$ cat config.mk
export PLATFORM = sky130hd
export DESIGN_NAME = sliding_window_event_rate
export DESIGN_NICKNAME = d
export VERILOG_FILES = /design/src/swer_pkg.sv /design/src/swer_bucket_ram.sv /design/src/swer_ctrl.sv /design/src/swer_accum.sv /design/src/sliding_window_event_rate.sv
export SDC_FILE = /design/constraint.sdc
export NUM_CORES = 1
export LEC_CHECK = 0
export BUFFER_PORTS_ARGS = -buffer_cell sky130_fd_sc_hd__buf_2
export CORE_ASPECT_RATIO = 1.25
export CORE_MARGIN = 2
export CORE_UTILIZATION = 53
export DETAILED_ROUTE_END_ITERATION = 8
export PLACE_DENSITY = 0.8
export SYNTH_ARGS = -nofsm -noshare
export SYNTH_HDL_FRONTEND = slang
export SYNTH_SLANG_ARGS = --single-unit
$ cat constraint.sdc
create_clock -name clk -period 5.1 [get_ports clk]
set_input_delay 0.255 -clock clk [delete_from_list [all_inputs] [get_ports clk]]
set_output_delay 0.255 -clock clk [all_outputs]
set_load 0.03 [all_outputs]
$ cat src/swer_pkg.sv
package swer_pkg;

	localparam int BUCKETS_DEF = 12;
	localparam int CNT_W = 16;
	localparam logic [CNT_W-1:0] CNT_MAX = 16'hFFFF;
	localparam logic [CNT_W-1:0] PERIOD_RST = 16'd5000;

	// stage 1 -> accumulator
	typedef struct packed {
		logic vld;
		logic roll;
		logic inc;
	} s1_t;

endpackage

$ cat src/swer_bucket_ram.sv
module swer_bucket_ram
	import swer_pkg::*;
#(
	parameter int BUCKETS = BUCKETS_DEF,
	localparam int HW = $clog2(BUCKETS)
) (
	input  logic             clk,
	input  logic             arst_n,
	input  logic             wr_en,
	input  logic [HW-1:0]    wr_addr,
	input  logic [CNT_W-1:0] wr_data,
	input  logic             rd_en,
	input  logic [HW-1:0]    rd_addr,
	output logic [CNT_W-1:0] rd_data
);

	logic [CNT_W-1:0] mem [BUCKETS];
	logic [CNT_W-1:0] rd_mem_q;
	logic [BUCKETS-1:0] vld_q;
	logic rd_vld_q;

	always_ff @(posedge clk) begin
		if (wr_en) begin
			mem[wr_addr] <= wr_data;
		end
		if (rd_en) begin
			rd_mem_q <= mem[rd_addr];
		end
	end

	// never-written entries read as zero
	always_ff @(posedge clk or negedge arst_n) begin
		if (!arst_n) begin
			vld_q <= '0;
			rd_vld_q <= 1'b0;
		end else begin
			if (wr_en) begin
				vld_q[wr_addr] <= 1'b1;
			end
			if (rd_en) begin
				rd_vld_q <= vld_q[rd_addr];
			end
		end
	end

	assign rd_data = rd_vld_q ? rd_mem_q : '0;

endmodule

$ cat src/swer_ctrl.sv
module swer_ctrl
	import swer_pkg::*;
#(
	parameter int BUCKETS = BUCKETS_DEF,
	localparam int HW = $clog2(BUCKETS)
) (
	input  logic             clk,
	input  logic             arst_n,
	input  logic             accept,
	input  logic             adv,
	input  logic             tick,
	input  logic             event_req,
	input  logic             cfg_we,
	input  logic [CNT_W-1:0] cfg_data,
	output logic             wr_en,
	output logic [HW-1:0]    wr_addr,
	output logic [CNT_W-1:0] wr_data,
	output logic             rd_en,
	output logic [HW-1:0]    rd_addr,
	output s1_t              s1
);

	logic [CNT_W-1:0] period_q;
	logic [CNT_W-1:0] ms_q;
	logic [HW-1:0]    head_q;
	logic [CNT_W-1:0] hcnt_q;
	s1_t              s1_q;

	logic [CNT_W-1:0] period_eff;
	logic [CNT_W:0]   ms_nx;
	logic             roll;
	logic [HW-1:0]    head_nx;
	logic [CNT_W-1:0] cnt_base;
	logic             inc;

	always_comb begin
		period_eff = (period_q == '0) ? CNT_W'(1) : period_q;
		ms_nx = {1'b0, ms_q} + (CNT_W+1)'(1);
		roll = tick && (ms_nx >= {1'b0, period_eff});
		head_nx = (head_q == HW'(BUCKETS - 1)) ? '0 : head_q + HW'(1);
		cnt_base = roll ? '0 : hcnt_q;
		inc = event_req && (cnt_base != CNT_MAX);
	end

	// leaving bucket is written back, entered bucket is read for the total
	assign wr_en = accept && roll;
	assign wr_addr = head_q;
	assign wr_data = hcnt_q;
	assign rd_en = accept && roll;
	assign rd_addr = head_nx;
	assign s1 = s1_q;

	always_ff @(posedge clk or negedge arst_n) begin
		if (!arst_n) begin
			period_q <= PERIOD_RST;
			ms_q <= '0;
			head_q <= '0;
			hcnt_q <= '0;
			s1_q <= '0;
		end else begin
			if (cfg_we) begin
				period_q <= cfg_data;
			end
			if (accept) begin
				if (tick) begin
					if (roll) begin
						ms_q <= '0;
						head_q <= head_nx;
					end else begin
						ms_q <= ms_nx[CNT_W-1:0];
					end
				end
				hcnt_q <= cnt_base + CNT_W'(inc);
				s1_q.vld <= 1'b1;
				s1_q.roll <= roll;
				s1_q.inc <= inc;
			end else if (adv) begin
				s1_q.vld <= 1'b0;
			end
		end
	end

endmodule

$ cat src/swer_accum.sv
module swer_accum
	import swer_pkg::*;
#(
	parameter int BUCKETS = BUCKETS_DEF,
	localparam int TW = CNT_W + $clog2(BUCKETS)
) (
	input  logic             clk,
	input  logic             arst_n,
	input  s1_t              s1,
	input  logic [CNT_W-1:0] rd_data,
	input  logic             out_ready,
	output logic             adv,
	output logic             out_valid,
	output logic [CNT_W-1:0] out_total,
	output logic             out_rolled
);

	logic [TW-1:0]    total_q;
	logic [TW-1:0]    total_nx;
	logic [CNT_W-1:0] sub;
	logic             out_vld_q;
	logic [CNT_W-1:0] out_total_q;
	logic             out_rolled_q;

	always_comb begin
		sub = s1.roll ? rd_data : '0;
		total_nx = total_q - TW'(sub) + TW'(s1.inc);
	end

	assign adv = !out_vld_q || out_ready;
	assign out_valid = out_vld_q;
	assign out_total = out_total_q;
	assign out_rolled = out_rolled_q;

	always_ff @(posedge clk or negedge arst_n) begin
		if (!arst_n) begin
			total_q <= '0;
			out_vld_q <= 1'b0;
		end else begin
			if (adv && s1.vld) begin
				total_q <= total_nx;
				out_vld_q <= 1'b1;
			end else if (out_ready) begin
				out_vld_q <= 1'b0;
			end
		end
	end

	always_ff @(posedge clk) begin
		if (adv && s1.vld) begin
			out_total_q <= (total_nx > TW'(CNT_MAX)) ? CNT_MAX : total_nx[CNT_W-1:0];
			out_rolled_q <= s1.roll;
		end
	end

endmodule

$ cat src/sliding_window_event_rate.sv
// Throughput: one beat per cycle, sustained, while m_tready stays high.
// Two register stages: stage 1, then the output register, loaded when free or m_tready is high.
// The registered bucket RAM read on a ring advance sets the two-stage pipeline depth.
// Reset (arst_n low, asynchronous): counters, head and total clear, period returns to 5000,
// bucket entries read as zero until written again. No clearing pass.
module sliding_window_event_rate
	import swer_pkg::*;
#(
	parameter int BUCKETS = BUCKETS_DEF,
	localparam int HW = $clog2(BUCKETS)
) (
	input  logic        clk,
	input  logic        arst_n,
	// input beats
	input  logic        s_tvalid,
	output logic        s_tready,
	input  logic [7:0]  s_tdata,   // [0] tick, [1] event_req, [7:2] zero
	// result beats
	output logic        m_tvalid,
	input  logic        m_tready,
	output logic [23:0] m_tdata,   // [15:0] window_total, [16] rolled, [23:17] zero
	// bucket_period_ms write channel
	input  logic        cfg_valid,
	output logic        cfg_ready,
	input  logic [15:0] cfg_data
);

	// Stage 1 (swer_ctrl): ms counter, head pointer and the head bucket's count
	// live in flops. Only the head bucket is ever modified, so on a ring advance the
	// old head's count is written back to RAM while the new head is read in the same
	// cycle. The two addresses always differ (at least two buckets), and an entry
	// written on one edge is readable on the next, so no forwarding is needed.
	// Stage 2 (swer_accum): the read count comes off the exact running total, the
	// event increment goes on, and the saturated total lands in the output register.

	logic             accept;
	logic             adv;
	s1_t              s1;
	logic             wr_en;
	logic [HW-1:0]    wr_addr;
	logic [CNT_W-1:0] wr_data;
	logic             rd_en;
	logic [HW-1:0]    rd_addr;
	logic [CNT_W-1:0] rd_data;
	logic [CNT_W-1:0] out_total;
	logic             out_rolled;

	// stage 1 may refill as soon as its beat moves on
	assign s_tready = !s1.vld || adv;
	assign accept = s_tvalid && s_tready;
	assign cfg_ready = 1'b1;
	assign m_tdata = {7'd0, out_rolled, out_total};

	swer_ctrl #(
		.BUCKETS(BUCKETS)
	) u_ctrl (
		.clk      (clk),
		.arst_n   (arst_n),
		.accept   (accept),
		.adv      (adv),
		.tick     (s_tdata[0]),
		.event_req(s_tdata[1]),
		.cfg_we   (cfg_valid && cfg_ready),
		.cfg_data (cfg_data),
		.wr_en    (wr_en),
		.wr_addr  (wr_addr),
		.wr_data  (wr_data),
		.rd_en    (rd_en),
		.rd_addr  (rd_addr),
		.s1       (s1)
	);

	swer_bucket_ram #(
		.BUCKETS(BUCKETS)
	) u_ram (
		.clk    (clk),
		.arst_n (arst_n),
		.wr_en  (wr_en),
		.wr_addr(wr_addr),
		.wr_data(wr_data),
		.rd_en  (rd_en),
		.rd_addr(rd_addr),
		.rd_data(rd_data)
	);

	swer_accum #(
		.BUCKETS(BUCKETS)
	) u_accum (
		.clk       (clk),
		.arst_n    (arst_n),
		.s1        (s1),
		.rd_data   (rd_data),
		.out_ready (m_tready),
		.adv       (adv),
		.out_valid (m_tvalid),
		.out_total (out_total),
		.out_rolled(out_rolled)
	);

endmodule

==> impl_metrics.sql <==
INSERT INTO impl_metrics (metric_group, metric, value, unit) VALUES
('outcome', 'status', 'complete, no violations', ''),
('floorplan', 'initial_utilization', '0.538', ''),
('sta', 'worst_slew_margin_rel', '0.304', ''),
('floorplan', 'die_h', '188', 'um'),
('power_and_ir_drop', 'areal_power_density_over_the_cells', '577', 'mW/mm^2'),
('cells_and_area', 'final_core_util', '0.607', ''),
('logic_synthesis', 'post-synth-top-area-cell', 'edfxtp_1', ''),
('placement', 'port_buffers', '41', ''),
('global_route', 'combined_global_route_utilization_of_all_metal_layers', '0.210', ''),
('cells_and_area', 'antenna-diode-count', '0', ''),
('sta', 'final.setup.worst_slack', '0.632', 'ns'),
('logic_synthesis', 'yosys.area.top_type_share', '0.469', ''),
('sta', 'final_min_period_over_clock_period', '0.876', ''),
('logic_synthesis', 'mapped_cells', '1029', ''),
('sta', 'layout_min_cycle_time', '4.47', 'ns'),
('cts', 'clock_insertion_delay_worst_skew', '0.55', 'ns'),
('worst_setup_path', 'worst_ep_arrival_time', '4.93', 'ns'),
('global_route', 'total_grt_overflow', '0', ''),
('routing', 'remaining_drc_errors', '0', ''),
('worst_setup_path', 'critPathKind', 'reg -> reg', ''),
('logic_synthesis', 'synth-xor-area-share', '0.0164', ''),
('worst_setup_path', 'rrSetupSlack', '0.63', 'ns'),
('routing', 'vias_after_detailed_routing', '8746', ''),
('run', 'cap_viol_max_count', '0', ''),
('floorplan', 'die-area', '0.0286', 'mm^2'),
('floorplan', 'core.rowCount', '67', ''),
('worst_setup_path', 'slowest_stage_cell_cp', 'dfrtp_1', ''),
('routing', 'avgViaCountPerCell', '5.93', ''),
('logic_synthesis', 'ys.warnings.count', '0', ''),
('sta', 'timing.fmax', '0.224', 'GHz'),
('worst_setup_path', 'worstReg2RegStart', 'u_ctrl.ms_q[2]', ''),
('cts', 'cts_max_level', '1', ''),
('logic_synthesis', 'dominant_combinational_cell_family_by_area_after_synthesis', 'simple AND/OR/NAND/NOR gates', ''),
('sta', 'clock_skew', '0.0172', 'ns'),
('routing', 'wl', '29.3', 'mm'),
('cells_and_area', 'final_cells', '1474', ''),
('placement', 'numPlacedInstances', '1397', ''),
('worst_setup_path', 'critical_path.top_delay_family', 'simple AND/OR/NAND/NOR gates', ''),
('worst_setup_path', 'timing.reg2reg.worst_path_depth', '20', ''),
('worst_setup_path', 'worst_setup_path_start_kind', 'flop', ''),
('floorplan', 'die_w', '152', 'um'),
('floorplan', 'ios', '56', ''),
('cts', 'cts.repair.resized', '0', ''),
('hold_path', 'worstHoldPathCells', '3', ''),
('placement', 'placement.setup.worst_slack', '0.669', 'ns'),
('logic_synthesis', 'synth-edff-count', '225', ''),
('global_route', 'maximum_number_of_pins_on_one_net_before_global_route_repair', '47', ''),
('global_route', 'antenna_found_initial', '0', ''),
('logic_synthesis', 'muxShareOfSynthArea', '0.104', ''),
('sta', 'worst_slack_on_hold_paths', '0.0435', 'ns'),
('placement', 'gpl.final_weighted_congestion', '0.830', ''),
('worst_setup_path', 'critical_path_s_most_frequent_cell', 'and3_1', ''),
('worst_setup_path', 'critical-path-max-stage-delay', '0.42', 'ns'),
('logic_synthesis', 'post_synth_and_or_nand_nor_area_fraction', '0.106', ''),
('hold_path', 'worstHoldEndpoint', 'u_ctrl.wr_data[9]', ''),
('worst_setup_path', 'worstPathCellList', 'and3_1 > and3_1 > and3_1 > and3_1 > and3_1 > xor2_1 > ha_1 > nand3_1 > nand2b_1 > o211ai_2 > o21ai_1 > nor4b_1 > nor2b_1 > ha_1 > ha_1 > nand2_1 > nor2_1 > and3_1 > nand3_1 > mux2i_1', ''),
('sta', 'fin_setup_tns', '0', 'ns'),
('logic_synthesis', 'synth.cells.most_frequent', 'edfxtp_1 (225), nand2_1 (125), dfrtp_1 (84), o21ai_0 (60), ha_1 (58)', ''),
('logic_synthesis', 'compound_cell_area_share_of_the_yosys_netlist', '0.0717', ''),
('floorplan', 'coreArea', '0.0268', 'mm^2'),
('logic_synthesis', 'synthArstFlopShare', '0.283', ''),
('cts', 'tritoncts.num_buffers', '31', ''),
('logic_synthesis', 'synthAdderAreaFrac', '0.0517', ''),
('global_route', 'grt_first_pass_wirelength', '46.6', 'mm'),
('worst_setup_path', 'cp.buffers_inverters', '0', ''),
('sta', 'final_hold_viol_count', '0', ''),
('logic_synthesis', 'synth.most_common_cell', 'edfxtp_1', ''),
('sta', 'slew_violations', '0', ''),
('cts', 'cts.reportedPaths.clkPinSlew', '0.06', 'ns'),
('hold_path', 'timing.hold.worst.start', 's_tdata[0]', ''),
('logic_synthesis', 'synth.yosys.seq_area_share', '0.623', '');
where the power goes:
part | internal (mW) | switching [mW] | total [mW] | leakage, nW
registers | 3.08 | 0.206 | 3.29 | 3.29
logic | 1.60 | 2.22 | 3.82 | 2.57
clock network | 1.36 | 0.930 | 2.29 | 0.509
cell families (layout without fill, tap and decap cells):
logic type / after synthesis / in the layout
DFF: 314 / 314
and+or+nand+nor: 298 / 298
AOI/OAI and AO/OA: 164 / 164
muxes: 85 / 85
buffers and inverters: 80 / 174
adders and majority gates: 59 / 59
xor gates and xnor gates: 27 / 27
other: 2 / 8
per-layer routing:
metal  global-route usage  routed length [um]  vias to the layer above  share of wire
li1                     -                   -                     4018              -
met5                    0                   0                        -              0
met2                0.364               15200                      327           0.52
met3               0.0262                1820                       62          0.062
met4               0.0748                 839                        0          0.029
met1                0.272               11400                     4339           0.39
how the worst max path moves through the flow:
stage | slack, ns | cells past startpoint | to
floorplan | 0.73 | 21 | u_ctrl.wr_data[12]
global placement | 0.75 | 20 | u_ctrl.wr_data[12]
detailed placement | 0.67 | 20 | u_ctrl.wr_data[12]
CTS | 0.63 | 20 | u_ctrl.wr_data[12]
global route | 0.18 | 20 | u_ctrl.wr_data[12]
finish | 0.63 | 20 | u_ctrl.wr_data[12]
layout make-up:
cell class                      instances  area [um^2]
Multi-Input combinational cell        641         5110
Clock buffer                           39          836
Timing Repair Buffer                   86          608
Tap cell                              345          432
Inverter                               31          116
Fill cell                            1932        10500
Sequential cell                       314         8990
Clock inverter                         18          199
layout by cell type, fill, tap and decap left out, drive strengths merged, types with 14 or more instances in the layout:
| cell | n |
|---|---|
| o21ai | 90 |
| inv | 34 |
| buf | 66 |
| or2 | 16 |
| and3 | 24 |
| edfxtp | 225 |
| dfrtp | 84 |
| mux4 | 51 |
| a21oi | 25 |
| dlygate4sd3 | 20 |
| nand3 | 38 |
| clkbuf | 39 |
| nor2 | 22 |
| xnor2 | 14 |
| nand2 | 125 |
| ha | 58 |
| mux2i | 29 |
registers in the layout (all words and copies together), names as in the netlist:
signal and flops:
u_ram.mem 192, u_ctrl.ms_q 16, u_accum.total_q 20, u_ram.rd_mem_q 16
u_ctrl.wr_addr 4, u_ctrl.period_q 16, u_ctrl.s1 3, u_accum.out_valid 1
u_ram.vld_q 12, u_accum.out_total 16, u_ram.rd_vld_q 1, u_accum.out_rolled 1
u_ctrl.wr_data 16
worst reg2reg max path, stage by stage, from the launching register on:
cell,delay (ns)
dfrtp_1,0.42
and3_1,0.21
and3_1,0.30
and3_1,0.27
and3_1,0.25
and3_1,0.23
xor2_1,0.17
ha_1,0.26
nand3_1,0.12
nand2b_1,0.13
o211ai_2,0.19
o21ai_1,0.25
nor4b_1,0.36
nor2b_1,0.09
ha_1,0.24
ha_1,0.22
nand2_1,0.11
nor2_1,0.12
and3_1,0.21
nand3_1,0.10
mux2i_1,0.18
through the flow:
stage	instance area [um^2]	total power, mW
6_report	16300	9.41
5_1_grt	16300	9.95
3_5_place_dp	15100	7.13
2_1_floorplan	14400	6.39
3_3_place_gp	15100	7.01
4_1_cts	16300	9.46
No activity file was read; power rests on OpenSTA's default activity.
